## src/hw/rtl/es2c_pkg.sv

```systemverilog
// Shared types, constants and helper functions for the epoch seconds to calendar block.
package es2c_pkg;

	// Field widths.
	localparam int SECONDS_W   = 32;
	localparam int BASE_YEAR_W = 12;
	localparam int YEAR_W      = 13;
	localparam int MONTH_W     = 4;
	localparam int DAY_W       = 5;
	localparam int HOUR_W      = 5;
	localparam int MINUTE_W    = 6;
	localparam int SECOND_W    = 6;

	// Datapath widths.
	localparam int DAYS_W = 16;    // whole days in a 32-bit second count
	localparam int REM_W  = 17;    // remainder of a division by one day in seconds
	localparam int YMOD_W = 7;     // year within its century
	localparam int YLEN_W = 9;

	// Constant divisors of the shared reciprocal unit.
	localparam logic [REM_W-1:0] SECS_PER_DAY  = REM_W'(86400);
	localparam logic [REM_W-1:0] SECS_PER_HOUR = REM_W'(3600);
	localparam logic [REM_W-1:0] SECS_PER_MIN  = REM_W'(60);
	localparam logic [REM_W-1:0] YEARS_PER_CEN = REM_W'(100);

	// A quotient is ((x >> PRE) * MAG) >> POST. Each magic number is the rounded-up
	// reciprocal of the odd part of its divisor (of the whole divisor for the century
	// step, with no pre-shift); each is exact over the whole dividend range of its step.
	localparam int RECIP_X_W = 25;
	localparam int RECIP_M_W = 26;
	localparam int MUL_P_W   = RECIP_X_W + RECIP_M_W;

	localparam int                   DAY_PRE_SH   = 7;
	localparam logic [RECIP_M_W-1:0] DAY_MAG      = RECIP_M_W'(50903317);
	localparam int                   DAY_POST_SH  = 35;
	localparam int                   HOUR_PRE_SH  = 4;
	localparam logic [RECIP_M_W-1:0] HOUR_MAG     = RECIP_M_W'(9321);
	localparam int                   HOUR_POST_SH = 21;
	localparam int                   MIN_PRE_SH   = 2;
	localparam logic [RECIP_M_W-1:0] MIN_MAG      = RECIP_M_W'(1093);
	localparam int                   MIN_POST_SH  = 14;
	localparam logic [RECIP_M_W-1:0] CEN_MAG      = RECIP_M_W'(5243);
	localparam int                   CEN_POST_SH  = 19;

	// Each division has a quotient step and a remainder step.
	localparam int DIV_STEPS = 2;
	localparam int CNT_W     = $clog2(DIV_STEPS);

	localparam logic [YLEN_W-1:0]  DAYS_LEAP_YEAR   = YLEN_W'(366);
	localparam logic [YLEN_W-1:0]  DAYS_COMMON_YEAR = YLEN_W'(365);
	localparam logic [YMOD_W-1:0]  LAST_YEAR_OF_CEN = YMOD_W'(99);
	localparam logic [MONTH_W-1:0] MON_FEB          = MONTH_W'(1);
	localparam logic [MONTH_W-1:0] MON_APR          = MONTH_W'(3);
	localparam logic [MONTH_W-1:0] MON_JUN          = MONTH_W'(5);
	localparam logic [MONTH_W-1:0] MON_SEP          = MONTH_W'(8);
	localparam logic [MONTH_W-1:0] MON_NOV          = MONTH_W'(10);
	localparam logic [MONTH_W-1:0] MON_DEC          = MONTH_W'(11);
	localparam logic [DAY_W-1:0]   FEB_DAYS_COMMON  = DAY_W'(28);
	localparam logic [DAY_W-1:0]   FEB_DAYS_LEAP    = DAY_W'(29);
	localparam logic [DAY_W-1:0]   SHORT_MON_DAYS   = DAY_W'(30);
	localparam logic [DAY_W-1:0]   LONG_MON_DAYS    = DAY_W'(31);

	localparam logic [BASE_YEAR_W-1:0] BASE_YEAR_RESET = BASE_YEAR_W'(2025);

	// Which division the shared unit is running.
	typedef enum logic [1:0] {
		PH_DAY  = 2'd0,
		PH_HOUR = 2'd1,
		PH_MIN  = 2'd2,
		PH_CEN  = 2'd3
	} es2c_phase_t;

	// Controller to datapath commands.
	typedef struct packed {
		logic        start;
		logic        div_step;
		logic        div_last;
		es2c_phase_t phase;
		logic        year_step;
		logic        month_step;
		logic        out_load;
	} es2c_cmd_t;

	// Datapath to controller status.
	typedef struct packed {
		logic year_done;
		logic month_done;
	} es2c_sts_t;

	// Length of a month counted from zero for January.
	function automatic logic [DAY_W-1:0] month_days(input logic [MONTH_W-1:0] mon,
			input logic leap);
		logic [DAY_W-1:0] len;
		case (mon)
			MON_FEB: len = leap ? FEB_DAYS_LEAP : FEB_DAYS_COMMON;
			MON_APR, MON_JUN, MON_SEP, MON_NOV: len = SHORT_MON_DAYS;
			default: len = LONG_MON_DAYS;
		endcase
		return len;
	endfunction

endpackage

```

## src/hw/rtl/es2c_if.sv

```systemverilog
// Valid/ready channel interfaces for the request and result sides.
interface es2c_req_if;
	logic                           valid;
	logic                           ready;
	logic [es2c_pkg::SECONDS_W-1:0] seconds_count;

	modport source (output valid, output seconds_count, input ready);
	modport sink (input valid, input seconds_count, output ready);
endinterface

interface es2c_res_if;
	logic                          valid;
	logic                          ready;
	logic [es2c_pkg::YEAR_W-1:0]   year_out;
	logic [es2c_pkg::MONTH_W-1:0]  month_out;
	logic [es2c_pkg::DAY_W-1:0]    day_out;
	logic [es2c_pkg::HOUR_W-1:0]   hour_out;
	logic [es2c_pkg::MINUTE_W-1:0] minute_out;
	logic [es2c_pkg::SECOND_W-1:0] second_out;

	modport source (output valid, output year_out, output month_out, output day_out,
		output hour_out, output minute_out, output second_out, input ready);
	modport sink (input valid, input year_out, input month_out, input day_out,
		input hour_out, input minute_out, input second_out, output ready);
endinterface

```

## src/hw/rtl/es2c_ctrl.sv

```systemverilog
// Sequencing state machine of the epoch seconds to calendar block.
module es2c_ctrl (
	input  logic                clk,
	input  logic                arst_n,
	input  logic                in_valid,
	output logic                in_ready,
	output logic                out_valid,
	input  logic                out_ready,
	input  es2c_pkg::es2c_sts_t sts,
	output es2c_pkg::es2c_cmd_t cmd
);
	import es2c_pkg::*;

	typedef enum logic [7:0] {
		ST_IDLE  = 8'b0000_0001,
		ST_DAY   = 8'b0000_0010,
		ST_HOUR  = 8'b0000_0100,
		ST_MIN   = 8'b0000_1000,
		ST_CEN   = 8'b0001_0000,
		ST_YEAR  = 8'b0010_0000,
		ST_MONTH = 8'b0100_0000,
		ST_WB    = 8'b1000_0000
	} state_t;

	state_t           state_q;
	state_t           state_nxt;
	logic [CNT_W-1:0] cnt_q;
	logic             out_valid_q;
	logic             cnt_zero;

	assign cnt_zero  = (cnt_q == '0);
	assign in_ready  = (state_q == ST_IDLE);
	assign out_valid = out_valid_q;

	always_comb begin
		cmd       = '0;
		cmd.phase = PH_DAY;
		state_nxt = state_q;
		case (state_q)
			ST_IDLE: begin
				if (in_valid) begin
					cmd.start = 1'b1;
					state_nxt = ST_DAY;
				end
			end
			ST_DAY: begin
				cmd.div_step = 1'b1;
				cmd.phase    = PH_DAY;
				if (cnt_zero) begin
					cmd.div_last = 1'b1;
					state_nxt    = ST_HOUR;
				end
			end
			ST_HOUR: begin
				cmd.div_step = 1'b1;
				cmd.phase    = PH_HOUR;
				if (cnt_zero) begin
					cmd.div_last = 1'b1;
					state_nxt    = ST_MIN;
				end
			end
			ST_MIN: begin
				cmd.div_step = 1'b1;
				cmd.phase    = PH_MIN;
				if (cnt_zero) begin
					cmd.div_last = 1'b1;
					state_nxt    = ST_CEN;
				end
			end
			ST_CEN: begin
				cmd.div_step = 1'b1;
				cmd.phase    = PH_CEN;
				if (cnt_zero) begin
					cmd.div_last = 1'b1;
					state_nxt    = ST_YEAR;
				end
			end
			ST_YEAR: begin
				cmd.year_step = 1'b1;
				if (sts.year_done) begin
					state_nxt = ST_MONTH;
				end
			end
			ST_MONTH: begin
				cmd.month_step = 1'b1;
				if (sts.month_done) begin
					state_nxt = ST_WB;
				end
			end
			ST_WB: begin
				if (!out_valid_q || out_ready) begin
					cmd.out_load = 1'b1;
					state_nxt    = ST_IDLE;
				end
			end
			default: begin
				state_nxt = ST_IDLE;
			end
		endcase
	end

	always_ff @(posedge clk or negedge arst_n) begin
		if (!arst_n) begin
			state_q     <= ST_IDLE;
			cnt_q       <= '0;
			out_valid_q <= 1'b0;
		end else begin
			state_q <= state_nxt;
			if (cmd.start || cmd.div_last) begin
				cnt_q <= CNT_W'(DIV_STEPS - 1);
			end else if (cmd.div_step) begin
				cnt_q <= cnt_q - CNT_W'(1);
			end
			if (cmd.out_load) begin
				out_valid_q <= 1'b1;
			end else if (out_ready) begin
				out_valid_q <= 1'b0;
			end
		end
	end

endmodule

```

## src/hw/rtl/es2c_dp.sv

```systemverilog
// Datapath: shared reciprocal divider, year and month reduction, result register.
module es2c_dp (
	input  logic                                clk,
	input  logic                                arst_n,
	input  logic                                cfg_we,
	input  logic [es2c_pkg::BASE_YEAR_W-1:0]    cfg_wdata,
	input  logic [es2c_pkg::SECONDS_W-1:0]      seconds_count,
	input  es2c_pkg::es2c_cmd_t                 cmd,
	output es2c_pkg::es2c_sts_t                 sts,
	output logic [es2c_pkg::YEAR_W-1:0]         year_out,
	output logic [es2c_pkg::MONTH_W-1:0]        month_out,
	output logic [es2c_pkg::DAY_W-1:0]          day_out,
	output logic [es2c_pkg::HOUR_W-1:0]         hour_out,
	output logic [es2c_pkg::MINUTE_W-1:0]       minute_out,
	output logic [es2c_pkg::SECOND_W-1:0]       second_out
);
	import es2c_pkg::*;

	logic [BASE_YEAR_W-1:0] base_year_q;

	// Reciprocal divider: the first step of a division registers the
	// quotient, the second forms the remainder from it.
	logic [SECONDS_W-1:0] num_q;
	logic [DAYS_W-1:0]    quo_q;
	logic [RECIP_X_W-1:0] mul_x;
	logic [RECIP_M_W-1:0] mul_m;
	logic [MUL_P_W-1:0]   mul_p;
	logic [DAYS_W-1:0]    quo_est;
	logic [REM_W-1:0]     divisor;
	logic [SECONDS_W-1:0] rem_full;
	logic [REM_W-1:0]     rem_nxt;

	logic [DAYS_W-1:0]   days_q;
	logic [YEAR_W-1:0]   yr_q;
	logic [YMOD_W-1:0]   ymod_q;
	logic [1:0]          cen_q;
	logic [MONTH_W-1:0]  mon_q;
	logic [HOUR_W-1:0]   hour_q;
	logic [MINUTE_W-1:0] minute_q;
	logic [SECOND_W-1:0] second_q;

	logic                leap;
	logic [YLEN_W-1:0]   ylen;
	logic [DAY_W-1:0]    mlen;

	always_comb begin
		case (cmd.phase)
			PH_DAY: begin
				mul_x   = RECIP_X_W'(num_q >> DAY_PRE_SH);
				mul_m   = DAY_MAG;
				divisor = SECS_PER_DAY;
			end
			PH_HOUR: begin
				mul_x   = RECIP_X_W'(num_q >> HOUR_PRE_SH);
				mul_m   = HOUR_MAG;
				divisor = SECS_PER_HOUR;
			end
			PH_MIN: begin
				mul_x   = RECIP_X_W'(num_q >> MIN_PRE_SH);
				mul_m   = MIN_MAG;
				divisor = SECS_PER_MIN;
			end
			default: begin
				mul_x   = RECIP_X_W'(num_q);
				mul_m   = CEN_MAG;
				divisor = YEARS_PER_CEN;
			end
		endcase
	end

	assign mul_p = MUL_P_W'(mul_x) * MUL_P_W'(mul_m);

	always_comb begin
		case (cmd.phase)
			PH_DAY:  quo_est = DAYS_W'(mul_p >> DAY_POST_SH);
			PH_HOUR: quo_est = DAYS_W'(mul_p >> HOUR_POST_SH);
			PH_MIN:  quo_est = DAYS_W'(mul_p >> MIN_POST_SH);
			default: quo_est = DAYS_W'(mul_p >> CEN_POST_SH);
		endcase
	end

	assign rem_full = num_q - SECONDS_W'(quo_q) * SECONDS_W'(divisor);
	assign rem_nxt  = rem_full[REM_W-1:0];

	// Leap rule from the year within its century and the century modulo four.
	assign leap = ((ymod_q[1:0] == 2'd0) && (ymod_q != '0)) ||
		((ymod_q == '0) && (cen_q == 2'd0));
	assign ylen = leap ? DAYS_LEAP_YEAR : DAYS_COMMON_YEAR;
	assign mlen = month_days(mon_q, leap);

	assign sts.year_done  = (days_q < DAYS_W'(ylen));
	assign sts.month_done = (mon_q == MON_DEC) || (days_q < DAYS_W'(mlen));

	always_ff @(posedge clk or negedge arst_n) begin
		if (!arst_n) begin
			base_year_q <= BASE_YEAR_RESET;
		end else if (cfg_we) begin
			base_year_q <= cfg_wdata;
		end
	end

	always_ff @(posedge clk) begin
		if (cmd.start) begin
			num_q <= seconds_count;
		end else if (cmd.div_last) begin
			// Store the results; pass the remainder (after minutes, the base year) to the next division.
			case (cmd.phase)
				PH_DAY: begin
					days_q <= quo_q;
					num_q  <= SECONDS_W'(rem_nxt);
				end
				PH_HOUR: begin
					hour_q <= quo_q[HOUR_W-1:0];
					num_q  <= SECONDS_W'(rem_nxt);
				end
				PH_MIN: begin
					minute_q <= quo_q[MINUTE_W-1:0];
					second_q <= rem_nxt[SECOND_W-1:0];
					num_q    <= SECONDS_W'(base_year_q);
				end
				default: begin
					cen_q  <= quo_q[1:0];
					ymod_q <= rem_nxt[YMOD_W-1:0];
					yr_q   <= YEAR_W'(base_year_q);
					mon_q  <= '0;
				end
			endcase
		end else if (cmd.div_step) begin
			quo_q <= quo_est;
		end

		if (cmd.year_step && !sts.year_done) begin
			days_q <= days_q - DAYS_W'(ylen);
			yr_q   <= yr_q + YEAR_W'(1);
			if (ymod_q == LAST_YEAR_OF_CEN) begin
				ymod_q <= '0;
				cen_q  <= cen_q + 2'd1;
			end else begin
				ymod_q <= ymod_q + YMOD_W'(1);
			end
		end

		if (cmd.month_step && !sts.month_done) begin
			days_q <= days_q - DAYS_W'(mlen);
			mon_q  <= mon_q + MONTH_W'(1);
		end

		if (cmd.out_load) begin
			year_out   <= yr_q;
			month_out  <= mon_q + MONTH_W'(1);
			day_out    <= days_q[DAY_W-1:0] + DAY_W'(1);
			hour_out   <= hour_q;
			minute_out <= minute_q;
			second_out <= second_q;
		end
	end

endmodule

```

## src/hw/rtl/epoch_seconds_to_calendar.sv

```systemverilog
// Top level of the epoch seconds to calendar converter.
// The time from request to result grows with Y (0 to 136), the number of
// whole years passed, and M (0 to 11), the number of whole months.
// Throughput: one request at a time, each passing through the four
// reciprocal divisions and the one-year-per-cycle loop.
// Reset: arst_n clears the controller and the result valid flag at once and
// sets base_year back to 2025; the result payload is not reset.
module epoch_seconds_to_calendar (
	input  logic                             clk,
	input  logic                             arst_n,
	input  logic                             cfg_we,
	input  logic [es2c_pkg::BASE_YEAR_W-1:0] cfg_wdata,
	es2c_req_if.sink                         req,
	es2c_res_if.source                       res
);
	import es2c_pkg::*;

	// The controller steps through four divisions by constants on one shared
	// reciprocal unit. Each has two steps: a multiply by the reciprocal
	// gives the quotient, then the remainder is formed from that quotient.
	// A request of seconds is split into days (by 86400), hour (by 3600) and
	// minute and second (by 60). The base year is then split by 100 so that
	// the leap rule runs on a year-of-century counter and a century-modulo-four
	// counter instead of on dividers.
	// After that, one year is taken off per cycle until fewer days remain than
	// the current year holds, and then one month per cycle up to December.
	// The result sits in an output register, so a new request is taken while
	// an earlier result still waits on the result side.

	es2c_cmd_t cmd;
	es2c_sts_t sts;

	es2c_ctrl u_ctrl (
		.clk       (clk),
		.arst_n    (arst_n),
		.in_valid  (req.valid),
		.in_ready  (req.ready),
		.out_valid (res.valid),
		.out_ready (res.ready),
		.sts       (sts),
		.cmd       (cmd)
	);

	es2c_dp u_dp (
		.clk           (clk),
		.arst_n        (arst_n),
		.cfg_we        (cfg_we),
		.cfg_wdata     (cfg_wdata),
		.seconds_count (req.seconds_count),
		.cmd           (cmd),
		.sts           (sts),
		.year_out      (res.year_out),
		.month_out     (res.month_out),
		.day_out       (res.day_out),
		.hour_out      (res.hour_out),
		.minute_out    (res.minute_out),
		.second_out    (res.second_out)
	);

endmodule

```

## src/flat_wrapper.sv

```systemverilog
// flat-port wrapper written by rule: the top's interface ports become plain ports
module epoch_seconds_to_calendar_flat import es2c_pkg::*;
  (clk, arst_n, cfg_we, cfg_wdata, req_valid, req_seconds_count, req_ready, res_valid, res_year_out, res_month_out, res_day_out, res_hour_out, res_minute_out, res_second_out, res_ready);
  es2c_req_if req_i ();
  es2c_res_if res_i ();
  input  logic clk;
  input  logic arst_n;
  input  logic cfg_we;
  input  logic [es2c_pkg::BASE_YEAR_W-1:0] cfg_wdata;
  input wire logic [$bits(req_i.valid)-1:0] req_valid;
  input wire logic [$bits(req_i.seconds_count)-1:0] req_seconds_count;
  output wire logic [$bits(req_i.ready)-1:0] req_ready;
  output wire logic [$bits(res_i.valid)-1:0] res_valid;
  output wire logic [$bits(res_i.year_out)-1:0] res_year_out;
  output wire logic [$bits(res_i.month_out)-1:0] res_month_out;
  output wire logic [$bits(res_i.day_out)-1:0] res_day_out;
  output wire logic [$bits(res_i.hour_out)-1:0] res_hour_out;
  output wire logic [$bits(res_i.minute_out)-1:0] res_minute_out;
  output wire logic [$bits(res_i.second_out)-1:0] res_second_out;
  input wire logic [$bits(res_i.ready)-1:0] res_ready;
  assign req_i.valid = req_valid;
  assign req_i.seconds_count = req_seconds_count;
  assign req_ready = req_i.ready;
  assign res_valid = res_i.valid;
  assign res_year_out = res_i.year_out;
  assign res_month_out = res_i.month_out;
  assign res_day_out = res_i.day_out;
  assign res_hour_out = res_i.hour_out;
  assign res_minute_out = res_i.minute_out;
  assign res_second_out = res_i.second_out;
  assign res_i.ready = res_ready;
  epoch_seconds_to_calendar u_core (.clk(clk), .arst_n(arst_n), .cfg_we(cfg_we), .cfg_wdata(cfg_wdata), .req(req_i), .res(res_i));
endmodule
```

## config.mk

```make
export PLATFORM = sky130hd
export DESIGN_NAME = epoch_seconds_to_calendar_flat
export DESIGN_NICKNAME = d
export VERILOG_FILES = /design/src/hw/rtl/es2c_pkg.sv /design/src/hw/rtl/es2c_if.sv /design/src/hw/rtl/es2c_ctrl.sv /design/src/hw/rtl/es2c_dp.sv /design/src/hw/rtl/epoch_seconds_to_calendar.sv /design/src/flat_wrapper.sv
export SDC_FILE = /design/constraint.sdc
export NUM_CORES = 2
export LEC_CHECK = 0
export ABC_AREA = 1
export BUFFER_PORTS_ARGS = -buffer_cell sky130_fd_sc_hd__buf_2
export CORE_UTILIZATION = 43
export CTS_BUF_LIST = sky130_fd_sc_hd__clkbuf_4 sky130_fd_sc_hd__clkbuf_8 sky130_fd_sc_hd__clkbuf_16
export DETAILED_ROUTE_END_ITERATION = 12
export GPL_TIMING_DRIVEN = 0
export SYNTH_ARGS = -nofsm -noshare
export SYNTH_HDL_FRONTEND = slang
export SYNTH_HIERARCHICAL = 1
export SYNTH_SLANG_ARGS = --single-unit
export TNS_END_PERCENT = 20
```

## constraint.sdc

```tcl
create_clock -name clk -period 8.9 [get_ports clk]
set_input_delay 0.89 -clock clk [delete_from_list [all_inputs] [get_ports clk]]
set_output_delay 0.89 -clock clk [all_outputs]
set_load 0.05 [all_outputs]
```

==> impl_metrics.ini <==
[grt]
grt_overflow = 0
grt_pass1_vias = 23500
grt_first_pass_wirelength_um = 135000
grtUsageTotal_pct = 26.7
grt_max_degree = 26
antenna_found_initial = 2

[cts]
clk_latency_ps = 450
clkSinkCount = 168
cts_made_buffers = 17
cts_tree = done
cts_buffer_depth = 2
h-tree-depth = 4
root_buffer = clkbuf_16
clk_pin_slew_worst_paths_ps = 70

[flow_run]
maxCapViolCount = 0

[routing]
drt_iter0_markers = 1873
drtPass1Iterations = 5
via_per_inst = 5.19
drc = 0
vias = 23300
wirelength_um = 87700
ant_nets = 0
post_drt_wl_per_cell_um = 19.5

[critical_path]
cpMaxStageDelayCell = clkdlybuf4s15_2
crit_fanout = 10
crit_top_cell = fa_1
arrival_ps = 8930
cp-end-kind = flop
rr_worst_depth = 35
worst_setup_path_start_kind = flop
cp_data_required_time_ps = 9090
path_class = reg2reg
cpPeakStageDelay_ps = 620

[sta]
tightest_slew_ps = 1180
final-hold-violation-count = 0
max_freq_ghz = 0.114
post-route-period-util_pct = 98.2
finalCriticalPeriod_ps = 8740
drv_slew = 0
finClkSkew_ps = 16.9
setup_violations = 0
slew_headroom_pct = 21.1
rsz0062_at_grt = yes

[yosys]
netlist_instances = 3491
muxShareOfSynthArea_pct = 0
synth_seq_cells = 168
syn_area_um2 = 28400
seq_area_frac_synth_pct = 17.3
synth_simple_gate_area_share_pct = 16.8
synth_adder_area_share_pct = 43.7
synth_compound_area_share_pct = 6.83
synthArstFlopShare_pct = 13.1
synth_cell_types = 54
syn_nets = 4305
synth_top_family_by_area = adder cells
syn_area_per_cell_um2 = 8.14
synth_edf_count = 144
yosys_warnings = 6
synthXorXnorAreaFrac_pct = 2.03
ys.flop_type = edfxtp_1

[outcome]
status = finished clean

[placement]
portBuffers = 89
dp_hpwl_um = 74600
placed_area_um2 = 30000
gp_congestion = 0.996

[min_path]
hp-class = reg2reg
hold_depth = 0

[floorplanning]
dieArea_um2 = 67100
fp.dieH_um = 259
num_io_pins = 90
coreArea_um2 = 64800
rows = 93
initial_core_util_pct = 43.8
dieWidth_um = 259

[final_layout]
most-common-layout-cells = inv_1 (902), nand2_1 (631), fa_1 (377)
fin_area_um2 = 31900
drive_gt1_share_pct = 12.0
layout.nets = 4446
final_common_cell = inv_1
syn_to_final_growth_pct = 12.2
## stage by stage
stage                     utilization (%)  setup WS [ps]  std cells  TNS, ps  hold slack, ps
after floorplan                         -            605       3491        0             400
after global placement               46.2          -2350       4435   -36510             401
after detailed placement             46.3          -2240       4439   -35290             405
final                                49.2            158       4501        0             421
after CTS                            48.2           8.88       4486        0             418
after global routing                 49.2           -142       4500     -907             424
## flip-flops by register name (all words and copies together) (netlist names), 6 cells and up
name and flops:
u_core/u_dp/num_q 32, u_core/u_dp/days_q 16, u_core/u_dp/quo_q 16, u_core/u_dp/year_out 13, u_core/u_dp/yr_q 13, u_core/u_dp/base_year_q 12
u_core/u_ctrl/state_q 8, u_core/u_dp/ymod_q 7, u_core/u_dp/minute_out 6, u_core/u_dp/minute_q 6, u_core/u_dp/second_out 6, u_core/u_dp/second_q 6
## area by class of cell
cell class,count,area [um^2]
Fill cell,6367,32900
Multi-Input combinational cell,2327,20500
Sequential cell,168,4930
Inverter,928,3500
Tap cell,855,1070
Timing Repair Buffer,125,759
Buffer,65,429
Clock buffer,17,425
Clock inverter,15,235
Antenna cell,1,2.50
## synthesized netlist by cell type, types with 8 or more instances
master | count | area (um^2)
or2_2 | 8 | 50.1
a21oi_1 | 116 | 581
nor2_2 | 10 | 62.6
nor3_1 | 22 | 110
ha_1 | 387 | 4840
buf_1 | 12 | 45.0
nand3_1 | 111 | 556
edfxtp_1 | 144 | 4320
fa_1 | 378 | 7570
o21ai_1 | 17 | 85.1
nand4_1 | 16 | 100
a31oi_1 | 9 | 56.3
nand2_1 | 654 | 2450
o211ai_1 | 10 | 75.1
nand3b_1 | 13 | 97.6
xnor2_1 | 23 | 201
inv_1 | 923 | 3460
buf_2 | 11 | 55.1
dfrtp_1 | 13 | 325
dfstp_2 | 9 | 236
xor2_1 | 43 | 377
clkbuf_1 | 37 | 139
nor2_1 | 298 | 1120
a21o_1 | 8 | 60.1
o21ai_0 | 119 | 596
o221ai_1 | 14 | 123
o21bai_1 | 14 | 105
## metal layers
metal  track usage (%)  routed length (um)  vias to the layer above
li1                  -                   -                    11000
met1              34.7               36100                    11300
met2              44.9               41800                      832
met3              3.71                5800                      211
met4              10.7                4050                        2
met5                 0                   9                        -
## kinds of logic (layout without fill, tap and decap cells)
logic type | count (synthesis) | count (layout)
compound gates | 338 | 338
xor+xnor | 66 | 66
fa+ha+maj | 765 | 765
buf+inv | 996 | 1150
flops | 168 | 168
other cells | 0 | 1
simple gates | 1158 | 1158
## worst max-delay path: cells and delay by family (launching register included)
family / cells / cell delay [ps]
buffers and inverters: 10 / 1990
AO/OA/AOI/OAI: 2 / 280
AND/OR/NAND/NOR: 14 / 1830
flip-flops: 1 / 420
adder cells (fa/ha/maj): 9 / 3910
## final timing paths
path	start	to	slack [ps]
max	u_core/u_ctrl/state_q[7]	u_core/u_dp/quo_q[14]	160
min	u_core/u_dp/second_q[0]	u_core/u_dp/second_out[0]	420
max reg2reg	u_core/u_ctrl/state_q[7]	u_core/u_dp/quo_q[14]	160
min reg2reg	u_core/u_dp/second_q[0]	u_core/u_dp/second_out[0]	420
max in group asynchronous	arst_n	u_core/u_dp/base_year_q[10]	8100
min in group asynchronous	arst_n	u_core/u_ctrl/out_valid	430
## what timing repair did
action	4_1_cts	5_1_grt
pin swaps	16	25
hold buffers	0	0
gates resized for setup	155	168
endpoints found under the setup margin	23	21
setup buffers	17	15
cloned	0	0
Power is left out: the tool's default activity adds up to more than one toggle a clock period on the data nets, which glitch-free logic cannot reach.
